<file path="src/lcg_pkg.sv">
`default_nettype none

package lcg_pkg;

	// Fixed field widths
	localparam int FIELD_W = 16;
	localparam int CNT_W = 17;
	localparam int PROD_W = 2 * CNT_W;
	localparam int DIV_STEPS = CNT_W;
	localparam int REG_IDX_W = 3;

	// Defaults for the top-level parameters
	localparam int INDEX_BITS_DEF = 16;
	localparam int VALUE_BITS_DEF = 16;

	// Register reset values
	localparam logic [CNT_W-1:0] TABLE_ENTRIES_RST = 17'd256;
	localparam logic [FIELD_W-1:0] TOP_VALUE_RST = 16'd255;
	localparam logic [FIELD_W-1:0] END_Y_RST = 16'd255;

	typedef enum logic [2:0] {
		MODE_RAMP = 3'd0,
		MODE_INV  = 3'd1,
		MODE_SIGN = 3'd2,
		MODE_CLIP = 3'd3,
		MODE_KNEE = 3'd4
	} mode_t;

	typedef enum logic [REG_IDX_W-1:0] {
		REG_MODE      = 3'd0,
		REG_ENTRIES   = 3'd1,
		REG_TOP       = 3'd2,
		REG_KNEE1_X   = 3'd3,
		REG_KNEE1_Y   = 3'd4,
		REG_KNEE2_X   = 3'd5,
		REG_KNEE2_Y   = 3'd6,
		REG_END_Y     = 3'd7
	} reg_idx_t;

	// Per-item data that rides alongside the divider
	typedef struct packed {
		logic [FIELD_W-1:0] idx;
		logic               wr;
		logic               neg;
		logic               lower;
		logic [FIELD_W-1:0] base;
	} side_t;

endpackage

`default_nettype wire

</file>
<file path="src/lcg_div_pipe.sv">
`default_nettype none

// Pipelined restoring divider, one quotient bit per stage. The dividend must
// be below den * 2^DIV_STEPS, so the quotient fits in DIV_STEPS bits.
module lcg_div_pipe (
	input  wire logic                           clk,
	input  wire logic                           arst_n,
	input  wire logic                           in_valid,
	input  wire logic [lcg_pkg::PROD_W-1:0]     in_num,
	input  wire logic [lcg_pkg::CNT_W-1:0]      in_den,
	input  wire lcg_pkg::side_t                 in_side,
	output logic                                out_valid,
	output logic [lcg_pkg::DIV_STEPS-1:0]       out_quot,
	output lcg_pkg::side_t                      out_side
);

	localparam int STEPS = lcg_pkg::DIV_STEPS;
	localparam int W = lcg_pkg::CNT_W;

	// Stage k holds the state after k quotient bits.
	logic                 valid_s [1:STEPS];
	logic [W-1:0]         rem_s   [1:STEPS];
	logic [STEPS-1:0]     lowq_s  [1:STEPS];
	logic [W-1:0]         den_s   [1:STEPS];
	lcg_pkg::side_t       side_s  [1:STEPS];

	genvar k;
	generate
		for (k = 0; k < STEPS; k++) begin : g_step
			logic             v_in;
			logic [W-1:0]     rem_in;
			logic [STEPS-1:0] lowq_in;
			logic [W-1:0]     den_in;
			lcg_pkg::side_t   side_in;
			logic [W:0]       trial;
			logic             fits;

			if (k == 0) begin : g_src_in
				assign v_in = in_valid;
				assign rem_in = in_num[lcg_pkg::PROD_W-1:STEPS];
				assign lowq_in = in_num[STEPS-1:0];
				assign den_in = in_den;
				assign side_in = in_side;
			end else begin : g_src_reg
				assign v_in = valid_s[k];
				assign rem_in = rem_s[k];
				assign lowq_in = lowq_s[k];
				assign den_in = den_s[k];
				assign side_in = side_s[k];
			end

			// Shift in the next dividend bit and try to subtract.
			assign trial = {rem_in, lowq_in[STEPS-1]};
			assign fits = trial >= {1'b0, den_in};

			always_ff @(posedge clk or negedge arst_n) begin
				if (!arst_n) begin
					valid_s[k+1] <= 1'b0;
				end else begin
					valid_s[k+1] <= v_in;
				end
			end

			always_ff @(posedge clk) begin
				if (fits) begin
					rem_s[k+1] <= W'(trial - {1'b0, den_in});
				end else begin
					rem_s[k+1] <= trial[W-1:0];
				end
				lowq_s[k+1] <= {lowq_in[STEPS-2:0], fits};
				den_s[k+1] <= den_in;
				side_s[k+1] <= side_in;
			end
		end
	endgenerate

	assign out_valid = valid_s[STEPS];
	assign out_quot = lowq_s[STEPS];
	assign out_side = side_s[STEPS];

endmodule

`default_nettype wire

</file>
<file path="src/lut_curve_generator.sv">
`default_nettype none

// Lookup-table curve generator.
// Each beat on the command channel (start while busy is low) carries one
// table index; the block answers with exactly one result beat carrying the
// index, the curve value at that index and a flag telling whether the curve
// defines the entry. Results appear on done for one cycle each, in order.
// An index is taken in every cycle: the pipeline has no stall path, so busy
// is only high while the block comes out of reset.
// The path from index to done is registered in order: the operand stage,
// the multiplier stage, 17 stages of the restoring divider (one quotient
// bit each) and the result register.
// The configuration port writes one register per cycle with cfg_write high;
// the user must change them only while no index is in flight; not enforced.
// Asynchronous reset empties the pipeline and restores the register defaults:
// ramp mode, 256 entries, top value 255, end value 255, knees at zero.
// The receiver cannot hold results off; a result is gone after its cycle.
module lut_curve_generator #(
	parameter int INDEX_BITS = lcg_pkg::INDEX_BITS_DEF,
	parameter int VALUE_BITS = lcg_pkg::VALUE_BITS_DEF
) (
	input  wire logic                               clk,
	input  wire logic                               arst_n,
	input  wire logic                               start,
	output logic                                    busy,
	input  wire logic [lcg_pkg::FIELD_W-1:0]        entry_index,
	input  wire logic                               cfg_write,
	input  wire logic [lcg_pkg::REG_IDX_W-1:0]      cfg_index,
	input  wire logic [lcg_pkg::CNT_W-1:0]          cfg_data,
	output logic                                    done,
	output logic [lcg_pkg::FIELD_W-1:0]             entry_index_out,
	output logic [lcg_pkg::FIELD_W-1:0]             entry_value,
	output logic                                    written
);

	localparam int FW = lcg_pkg::FIELD_W;
	localparam int CW = lcg_pkg::CNT_W;
	localparam int PW = lcg_pkg::PROD_W;
	localparam int VW = CW + 2;
	localparam logic [FW-1:0] IDX_MASK = FW'((32'd1 << INDEX_BITS) - 1);
	localparam logic [VW-1:0] VMAX = VW'((32'd1 << VALUE_BITS) - 1);

	// Configuration registers
	lcg_pkg::mode_t  mode_q;
	logic [CW-1:0]   table_entries_q;
	logic [FW-1:0]   top_value_q;
	logic [FW-1:0]   knee1_x_q;
	logic [FW-1:0]   knee1_y_q;
	logic [FW-1:0]   knee2_x_q;
	logic [FW-1:0]   knee2_y_q;
	logic [FW-1:0]   end_y_q;
	logic            busy_q;

	always_ff @(posedge clk or negedge arst_n) begin
		if (!arst_n) begin
			mode_q <= lcg_pkg::MODE_RAMP;
			table_entries_q <= lcg_pkg::TABLE_ENTRIES_RST;
			top_value_q <= lcg_pkg::TOP_VALUE_RST;
			knee1_x_q <= '0;
			knee1_y_q <= '0;
			knee2_x_q <= '0;
			knee2_y_q <= '0;
			end_y_q <= lcg_pkg::END_Y_RST;
		end else if (cfg_write) begin
			unique case (lcg_pkg::reg_idx_t'(cfg_index))
				lcg_pkg::REG_MODE:    mode_q <= lcg_pkg::mode_t'(cfg_data[2:0]);
				lcg_pkg::REG_ENTRIES: table_entries_q <= cfg_data;
				lcg_pkg::REG_TOP:     top_value_q <= cfg_data[FW-1:0];
				lcg_pkg::REG_KNEE1_X: knee1_x_q <= cfg_data[FW-1:0];
				lcg_pkg::REG_KNEE1_Y: knee1_y_q <= cfg_data[FW-1:0];
				lcg_pkg::REG_KNEE2_X: knee2_x_q <= cfg_data[FW-1:0];
				lcg_pkg::REG_KNEE2_Y: knee2_y_q <= cfg_data[FW-1:0];
				lcg_pkg::REG_END_Y:   end_y_q <= cfg_data[FW-1:0];
				default: ;
			endcase
		end
	end

	// Busy only while leaving reset.
	always_ff @(posedge clk or negedge arst_n) begin
		if (!arst_n) begin
			busy_q <= 1'b1;
		end else begin
			busy_q <= 1'b0;
		end
	end
	assign busy = busy_q;

	// Operand stage: pick multiplier factors, divisor and sideband per mode.
	logic [FW-1:0]        idx;
	logic [CW-1:0]        idx_x, n, n1, m1, x1, x2;
	logic                 in_range, knees_ok, seg1, seg2, seg3;
	logic signed [CW-1:0] dy1, dy2, dy3, dy;
	logic [CW-1:0]        op_a, op_b, op_den;
	lcg_pkg::side_t       side;

	always_comb begin
		idx = entry_index & IDX_MASK;
		idx_x = {1'b0, idx};
		n = table_entries_q;
		n1 = n - CW'(1);
		m1 = {1'b0, top_value_q} + CW'(1);
		x1 = {1'b0, knee1_x_q};
		x2 = {1'b0, knee2_x_q};
		in_range = idx_x < n;
		knees_ok = (x1 < n) && (x2 < n) && (x2 >= x1);
		seg1 = (x1 != '0) && (idx_x <= x1);
		seg2 = (x2 > x1) && (idx_x > x1) && (idx_x <= x2);
		seg3 = (x2 < n1) && (idx_x > x2);
		dy1 = $signed({1'b0, knee1_y_q});
		dy2 = $signed({1'b0, knee2_y_q}) - $signed({1'b0, knee1_y_q});
		dy3 = $signed({1'b0, end_y_q}) - $signed({1'b0, knee2_y_q});

		side.idx = idx;
		side.lower = idx_x < (n >> 1);
		side.neg = 1'b0;
		side.base = '0;
		side.wr = 1'b0;
		op_a = idx_x;
		op_b = m1;
		op_den = n;
		dy = dy1;

		unique case (mode_q)
			lcg_pkg::MODE_RAMP, lcg_pkg::MODE_SIGN, lcg_pkg::MODE_CLIP: begin
				side.wr = in_range;
			end
			lcg_pkg::MODE_INV: begin
				op_a = n1 - idx_x;
				side.wr = in_range;
			end
			lcg_pkg::MODE_KNEE: begin
				// First matching segment wins.
				priority if (seg1) begin
					op_den = x1;
					dy = dy1;
				end else if (seg2) begin
					op_a = idx_x - x1;
					op_den = x2 - x1;
					dy = dy2;
					side.base = knee1_y_q;
				end else begin
					op_a = idx_x - x2;
					op_den = n1 - x2;
					dy = dy3;
					side.base = knee2_y_q;
				end
				side.neg = dy[CW-1];
				op_b = dy[CW-1] ? CW'(-dy) : CW'(dy);
				side.wr = in_range && knees_ok && (seg1 || seg2 || seg3);
			end
			default: begin
				side.wr = 1'b0;
			end
		endcase
	end

	// Stage 1: operands.
	logic           valid_s1;
	logic [CW-1:0]  a_s1, b_s1, den_s1;
	lcg_pkg::side_t side_s1;

	always_ff @(posedge clk or negedge arst_n) begin
		if (!arst_n) begin
			valid_s1 <= 1'b0;
		end else begin
			valid_s1 <= start && !busy_q;
		end
	end

	always_ff @(posedge clk) begin
		a_s1 <= op_a;
		b_s1 <= op_b;
		den_s1 <= op_den;
		side_s1 <= side;
	end

	// Stage 2: product.
	logic           valid_s2;
	logic [PW-1:0]  prod_s2;
	logic [CW-1:0]  den_s2;
	lcg_pkg::side_t side_s2;

	always_ff @(posedge clk or negedge arst_n) begin
		if (!arst_n) begin
			valid_s2 <= 1'b0;
		end else begin
			valid_s2 <= valid_s1;
		end
	end

	always_ff @(posedge clk) begin
		prod_s2 <= PW'(a_s1) * PW'(b_s1);
		den_s2 <= den_s1;
		side_s2 <= side_s1;
	end

	// Divider stages.
	logic                               dv_valid;
	logic [lcg_pkg::DIV_STEPS-1:0]      dv_quot;
	lcg_pkg::side_t                     dv_side;

	lcg_div_pipe u_div (
		.clk       (clk),
		.arst_n    (arst_n),
		.in_valid  (valid_s2),
		.in_num    (prod_s2),
		.in_den    (den_s2),
		.in_side   (side_s2),
		.out_valid (dv_valid),
		.out_quot  (dv_quot),
		.out_side  (dv_side)
	);

	// Finish stage: apply the curve, clamp and saturate.
	logic [FW-2:0]        half;
	logic [VW-1:0]        q_x, val, val_sat;
	logic signed [VW-1:0] knee_sum;

	always_comb begin
		half = top_value_q[FW-1:1];
		q_x = VW'(dv_quot);
		knee_sum = $signed({3'b0, dv_side.base}) +
			(dv_side.neg ? -$signed(q_x) : $signed(q_x));
		val = '0;
		unique case (mode_q)
			lcg_pkg::MODE_RAMP, lcg_pkg::MODE_INV: begin
				val = q_x;
			end
			lcg_pkg::MODE_SIGN: begin
				if (dv_side.lower) begin
					val = q_x + VW'(half);
				end else if (q_x >= VW'(half)) begin
					val = q_x - VW'(half);
				end else begin
					val = '0;
				end
			end
			lcg_pkg::MODE_CLIP: begin
				if (q_x <= VW'(knee1_x_q)) begin
					val = VW'(knee1_x_q);
				end else if (q_x >= VW'(knee1_y_q)) begin
					val = VW'(knee1_y_q);
				end else begin
					val = q_x;
				end
			end
			lcg_pkg::MODE_KNEE: begin
				val = knee_sum[VW-1] ? '0 : VW'(knee_sum);
			end
			default: begin
				val = '0;
			end
		endcase
		if (!dv_side.wr) begin
			val_sat = '0;
		end else if (val > VMAX) begin
			val_sat = VMAX;
		end else begin
			val_sat = val;
		end
	end

	// Result register: each result beat lasts one cycle.
	logic          done_q;
	logic [FW-1:0] idx_out_q, value_q;
	logic          written_q;

	always_ff @(posedge clk or negedge arst_n) begin
		if (!arst_n) begin
			done_q <= 1'b0;
		end else begin
			done_q <= dv_valid;
		end
	end

	always_ff @(posedge clk) begin
		idx_out_q <= dv_side.idx;
		value_q <= val_sat[FW-1:0];
		written_q <= dv_side.wr;
	end

	assign done = done_q;
	assign entry_index_out = idx_out_q;
	assign entry_value = value_q;
	assign written = written_q;

endmodule

`default_nettype wire
</file>
<file path="config.mk">
export PLATFORM = sky130hd
export DESIGN_NAME = lut_curve_generator
export DESIGN_NICKNAME = d
export VERILOG_FILES = /design/src/lcg_pkg.sv /design/src/lcg_div_pipe.sv /design/src/lut_curve_generator.sv
export SDC_FILE = /design/constraint.sdc
export NUM_CORES = 2
export LEC_CHECK = 0
export BUFFER_PORTS_ARGS = -buffer_cell sky130_fd_sc_hd__buf_4
export CAP_MARGIN = 10
export CORE_MARGIN = 4
export CORE_UTILIZATION = 55
export CTS_CLUSTER_DIAMETER = 50
export DETAILED_ROUTE_END_ITERATION = 8
export GPL_TIMING_DRIVEN = 0
export PLACE_DENSITY = 0.74
export SLEW_MARGIN = 10
export SYNTH_ARGS = -nofsm -noshare
export SYNTH_HDL_FRONTEND = slang
export SYNTH_SLANG_ARGS = --single-unit
</file>
<file path="constraint.sdc">
create_clock -name clk -period 6.67 [get_ports clk]
set_input_delay 0.667 -clock clk [delete_from_list [all_inputs] [get_ports clk]]
set_output_delay 0.667 -clock clk [all_outputs]
set_load 0.005 [all_outputs]
</file>
Yosys cells after proc, flatten, opt, wreduce, memory -nomap -nowiden
Memory sizes are Yosys's and may differ from the RTL's.
Index checks and enable logic that the tools add are counted.
{"block": "word_totals", "ff_bits": 342, "ramBits": 1462, "wordCells": 259, "memories": 4}
{"name": "u_div.side_s", "words": 17, "word_bits": 35, "rd": 17, "rd_ports_with_merged_regs": 0, "wr": 17, "line": "lcg_div_pipe.sv:25", "text": "lcg_pkg::side_t side_s [1:STEPS];"}
{"name": "u_div.den_s", "words": 17, "word_bits": 17, "rd": 16, "rd_ports_with_merged_regs": 0, "wr": 17, "line": "lcg_div_pipe.sv:24", "text": "logic [W-1:0] den_s [1:STEPS];"}
{"name": "u_div.lowq_s", "words": 17, "word_bits": 17, "rd": 17, "rd_ports_with_merged_regs": 0, "wr": 17, "line": "lcg_div_pipe.sv:23", "text": "logic [STEPS-1:0] lowq_s [1:STEPS];"}
{"name": "u_div.rem_s", "words": 17, "word_bits": 17, "rd": 16, "rd_ports_with_merged_regs": 0, "wr": 17, "line": "lcg_div_pipe.sv:22", "text": "logic [W-1:0] rem_s [1:STEPS];"}
{"block": "op_classes", "add_sub_neg": 31, "n_mul": 1, "order_cmp": 32, "n_eq_ne": 11, "n_mux": 89, "bitwise": 18, "reduce_logical": 26}
{"operator": "2-to-1 mux 17 bit", "n": 29}
{"operator": ">= comparator 18 x 17 -> 1 bit", "n": 17}
{"operator": "subtractor 17 bit", "n": 17}
{"operator": "subtractor 16 x 16 -> 17 bit", "n": 5}
{"operator": "one-hot mux 19 bit (4 select lines)", "n": 1}
{"operator": "less-than comparator 16 x 17 -> 1 bit", "n": 4}
{"operator": "2-to-1 mux 19 bit", "n": 3}
{"operator": "2-to-1 mux 1 bit", "n": 51}
{"operator": "greater-than comparator 16 bit", "n": 3}
{"operator": "multiplier 17 x 17 -> 34 bit", "n": 1}
{"operator": "one-hot mux 17 bit (2 select lines)", "n": 1}
{"operator": "subtractor 17 x 16 -> 17 bit", "n": 2}
{"operator": "less-or-equal comparator 16 bit", "n": 2}
{"operator": "2-to-1 mux 16 bit", "n": 2}
{"operator": "adder 17 x 19 -> 19 bit", "n": 1}
{"operator": "greater-than comparator 19 x 16 -> 1 bit, second input constant", "n": 1}
{"operator": "negation 17 -> 19 bit", "n": 1}
{"operator": "adder 17 x 15 -> 18 bit", "n": 1}
{"operator": "2-to-1 mux 18 bit", "n": 1}
{"operator": "subtractor 17 x 15 -> 18 bit", "n": 1}
{"operator": "adder 16 x 1 -> 17 bit, second input constant", "n": 1}
{"operator": ">= comparator 17 x 15 -> 1 bit", "n": 1}
{"operator": ">= comparator 17 x 16 -> 1 bit", "n": 1}
{"operator": "less-or-equal comparator 17 x 16 -> 1 bit", "n": 1}
{"operator": "other kinds (18)", "n": 60}

Depth between registers and ports, before layout
{"block": "logic_depth", "word_depth": 9, "ltp_mapped": 26}

By module
From an unflattened synthesis, not the netlist that was laid out.
{"block": "unflattened", "cells_unflattened": 7601, "hier_area_um2": 77398.0}
{"mod": "lcg_div_pipe", "instances": 1, "cells_each": 4005, "area_per_inst_um2": 46093.0, "seq_area_each_um2": 29012.8}
{"mod": "lut_curve_generator", "instances": 1, "cells_each": 3596, "area_per_inst_um2": 31305.0, "seq_area_each_um2": 7129.3}

Worst setup path after synthesis
Ideal clock, no wire load.
{"block": "synth_timing", "path_kind": "reg2reg", "start": "register b_s1[10]", "end": "register prod_s2[31]", "setup_time_ps": 124, "arrival_time_ps": 6213, "t_required_ps": 6546, "slack_ps": 334, "stages_incl_launch_ff": 23, "path_cell_list": "dfxtp_1 -> clkbuf_1 -> clkbuf_1 -> nand2_1 -> fa_1 -> inv_1 -> fa_1 -> fa_1 -> fa_1 -> fa_1 -> inv_1 -> fa_1 -> inv_1 -> ha_1 -> a22o_1 -> o31a_1 -> o311ai_1 -> a21oi_1 -> nor3_1 -> nor3_1 -> a41oi_1 -> mux2i_1 -> nand3_1"}
{"block": "synth_via", "elab_chain_cells": 1}
{"element": "from (decl)", "line": "lut_curve_generator.sv:160", "text": "logic [CW-1:0] a_s1, b_s1, den_s1;"}
{"element": "from (signal assigned)", "line": "lut_curve_generator.sv:173", "text": "b_s1 <= op_b;"}
{"element": "multiplier 17 x 17 -> 34 bit", "line": "lut_curve_generator.sv:193", "text": "prod_s2 <= PW'(a_s1) * PW'(b_s1);"}
{"element": "to (signal assigned)", "line": "lut_curve_generator.sv:193"}
{"element": "to (decl)", "line": "lut_curve_generator.sv:180", "text": "logic [PW-1:0] prod_s2;"}
No other way between the ends.
A chain may end at the register's enable or synchronous reset.

Worst setup path after layout
{"block": "layout_timing", "start": "register knee1_x_q[10]", "end": "register b_s1[16]"}
{"block": "layout_via", "elab_chain_cells": 9, "elab_cells_between_ends": 13}
{"element": "from (decl)", "line": "lut_curve_generator.sv:47", "text": "logic [FW-1:0] knee1_x_q;"}
{"element": "from (signal assigned)", "line": "lut_curve_generator.sv:69", "text": "lcg_pkg::REG_KNEE1_X: knee1_x_q <= cfg_data[FW-1:0];"}
{"element": "greater-than comparator 16 bit", "line": "lut_curve_generator.sv:108", "text": "seg2 = (x2 > x1) && (idx_x > x1) && (idx_x <= x2);"}
{"element": "logical AND 1 bit (2 in a row)", "line": "lut_curve_generator.sv:108"}
{"element": "2-to-1 mux 17 bit", "line": "lut_curve_generator.sv:137", "text": "end else if (seg2) begin"}
{"element": "2-to-1 mux 17 bit *", "line": "lut_curve_generator.sv:134", "text": "priority if (seg1) begin"}
{"element": "2-to-1 mux 17 bit *", "line": "lut_curve_generator.sv:124", "text": "unique case (mode_q)"}
{"element": "negation 17 bit", "line": "lut_curve_generator.sv:149", "text": "op_b = dy[CW-1] ? CW'(-dy) : CW'(dy);"}
{"element": "2-to-1 mux 17 bit *", "line": "lut_curve_generator.sv:149"}
{"element": "2-to-1 mux 17 bit *", "line": "lut_curve_generator.sv:124"}
{"element": "named net op_b[16]", "line": "lut_curve_generator.sv:94", "text": "logic [CW-1:0] op_a, op_b, op_den;"}
The timed path passes the listed nets; every way through them passes the cells marked *. The select of a mux whose other input is x is not followed.

==> impl_metrics.tcl <==
set metrics [dict create \
    status "finished, final reports clean" \
    yosysWarnings 0 \
    ios 75 \
    synth_top_family_by_area "adder cells" \
    ant_nets 0 \
    synth_xor_area_share_pct 3.84 \
    yosysMostFrequentCell "dfxtp_1" \
    ys_ff_latch 1770 \
    relSlewSlack_pct 17.4 \
    gp_congestion 1.01 \
    final_area_um2 86200 \
    vias 52900 \
    start_util_pct 55.6 \
    syn-num-nets 8284 \
    grt_pass1_vias 53100 \
    antenna_found_initial 11 \
    place_inst 9205 \
    crit_path_end_kind "flop" \
    synth_fa_ha_area_share_pct 17.2 \
    path_class "flop to flop" \
    synth-simple-area-share_pct 10.8 \
    clock_sinks 1770 \
    ys_types 104 \
    cts_buffers 176 \
    syn_area_um2 76600 \
    timing.fmax_ghz 0.157 \
    multi_input_area_um2 36800 \
    yosysTopAreaCell "dfxtp_1" \
    setup-violations-final 0 \
    place_hpwl_mm 147 \
    maxCapViolCount 0 \
    core_um2 138000 \
    yosysTopAreaCellShare_pct 42.7 \
    worst_ep_arrival_time_ns 7.05 \
    finClkSkew_ns 0.0630 \
    fin_crit_ns 6.39 \
    synth_common_cells "dfxtp_1 (1633), inv_1 (872), ha_1 (655)" \
    synth_top_cells_by_area "dfxtp_1 (43%), ha_1 (11%), fa_1 (6.5%)" \
    clk_pin_slew_ns 0.06 \
    synth-main-ff-cell "dfxtp_1" \
    area_growth_pct 12.5 \
    numPortBuffers 70 \
    register_area_um2 36200 \
    layout.cells.non_filler 9539 \
    drv_slew 0 \
    hold_violations 0 \
    clk_latency_ns 0.80 \
    syn_inst 7339 \
    cts_root_buffer "clkbuf_16" \
    dpl-instance-area_um2 79400 \
    synth_compound_area_share_pct 11.5 \
    cts_tree "done" \
    grt_max_degree 79 \
    fin_nets 8536 \
    synthMuxAreaShare_pct 4.44 \
    worst_pin_slew_ns 1.23 \
    worst-path-max-fanout 9 \
    die-area_um2 145000 \
    wl_mm 192 \
    drtIter0Drc 4098 \
    grt_pass1_wl_mm 298 \
    startpoint_type "flop" \
    drc 0 \
    synth_edf_count 0 \
    fillers 11000 \
    async_reset_ff_share_pct 7.74 \
    required_ns 7.33 \
    die_x_um 381 \
    holdWs_ns 0.0756 \
    fin_crit_sh_pct 95.7 \
    grt.total_usage_pct 26.2 \
    fin_util_pct 62.5 \
    clock_path_buffers 3 \
    first_pass_iters 8 \
    grt-ovfl-total 0 \
    synth-seq-area-share_pct 47.2 \
    rows 136 \
    postSynthAreaPerCell_um2 10.4 \
    hold_path.class "input port to flop" \
    htree_levels 4 \
    die_height_um 381 \
    drive_above_1_share_pct 10.5 \
    routedWlPerCell_um 20.2 \
    vias_per_cell 5.54 \
]
## cell families after synthesis
group | count (synthesis)
flops | 1770
simple gates | 1691
compound gates | 1317
buf+inv | 1011
fa+ha+maj | 905
xor+xnor | 336
mux | 308
other cells | 1
## through the flow
| step | setup TNS, ns | worst slack [ns] |
|---|---|---|
| 6_report | 0 | 0.284 |
| 5_1_grt | -0.00168 | -0.00168 |
| 4_1_cts | 0 | 0.00204 |
| 3_5_place_dp | -6.92 | -0.967 |
| 3_3_place_gp | -5.61 | -0.933 |
| 2_1_floorplan | 0 | 0.334 |
## worst paths after layout
check,slack [ns],cells past startpoint,start,end
worst min-delay path,0.08,1,entry_index[0],side_s1[19]$_DFF_P_
max in group asynchronous,5.34,3,arst_n,top_value_q[7]$_DFFE_PN1P_
worst max register to register,0.28,16,knee1_x_q[10]$_DFFE_PN0P_,b_s1[16]$_DFF_P_
worst max-delay path,0.28,16,knee1_x_q[10]$_DFFE_PN0P_,b_s1[16]$_DFF_P_
min in group asynchronous,0.43,2,arst_n,u_div.g_step[2].v_in$_DFF_PN0_
worst min register to register,0.30,0,u_div.lowq_s[0][81]$_DFF_P_,u_div.lowq_s[0][99]$_DFF_P_
## timing repair
item	4_1_cts	5_1_grt
pin swaps	3	16
cloned	0	0
endpoints found under the hold margin	57	0
setup buffers	2	4
gates resized for setup	132	36
endpoints found under the setup margin	13	10
hold buffers	1	0
## sequential cells by signal (all words and copies together), names as in the netlist, 16 cells and up
register	flops
u_div.rem_s	272
u_div.lowq_s	289
top_value_q	16
side_s2	35
prod_s2	34
u_div.g_step.v_in	16
entry_index_out	16
den_s1	17
end_y_q	16
n	17
den_s2	17
u_div.side_s	595
knee2_y_q	16
side_s1	35
entry_value	16
knee1_x_q	16
knee1_y_q	16
a_s1	17
b_s1	17
u_div.den_s	272
knee2_x_q	16
## layout by cell type (no fill, tap or decap), drive strengths merged, types with 100 or more instances in the layout
master / n
dfxtp: 1633
inv: 894
ha: 655
nand2: 535
nor2: 359
clkbuf: 339
o21ai: 327
a21oi: 296
mux2: 253
fa: 250
xnor2: 239
and2: 163
nor3: 142
a21o: 127
dfrtp: 119
buf: 106
nand3: 100
## worst max-delay path, stage by stage (launching register included)
cell and delay, ns:
dfrtp_1 0.61, inv_1 0.27, ha_1 0.48, and3_1 0.21, nand4_1 0.20, a211oi_1 0.68, nor4_1 0.16, nor2_1 0.69
nand3_2 0.52, mux2_2 0.45, ha_1 0.23, inv_1 0.06, a31o_2 0.23, nor4_4 0.37, nand4_1 0.15, nor4bb_1 0.59
a41o_1 0.33
## layout make-up
class                   count  area share [%]
plain buffers             133           0.893
clock inverters            94            1.50
inverters                 873            3.80
multi-input cells        4558            42.7
repair buffers             79           0.719
clock buffers             234            5.75
diodes                      4          0.0116
well taps                1794            2.61
flip-flops and latches   1770            42.1
## routing by layer
layer	up-vias	global-route usage (%)	share of wire (%)
met3	451	4.95	7.1
met1	25200	33.9	42
met2	1795	43.8	47
met5	-	0.430	0.070
li1	25400	-	-
met4	12	9.32	3.9
Power is left out: the tool's default activity adds up to more than one toggle a clock period on the data nets, which glitch-free logic cannot reach.
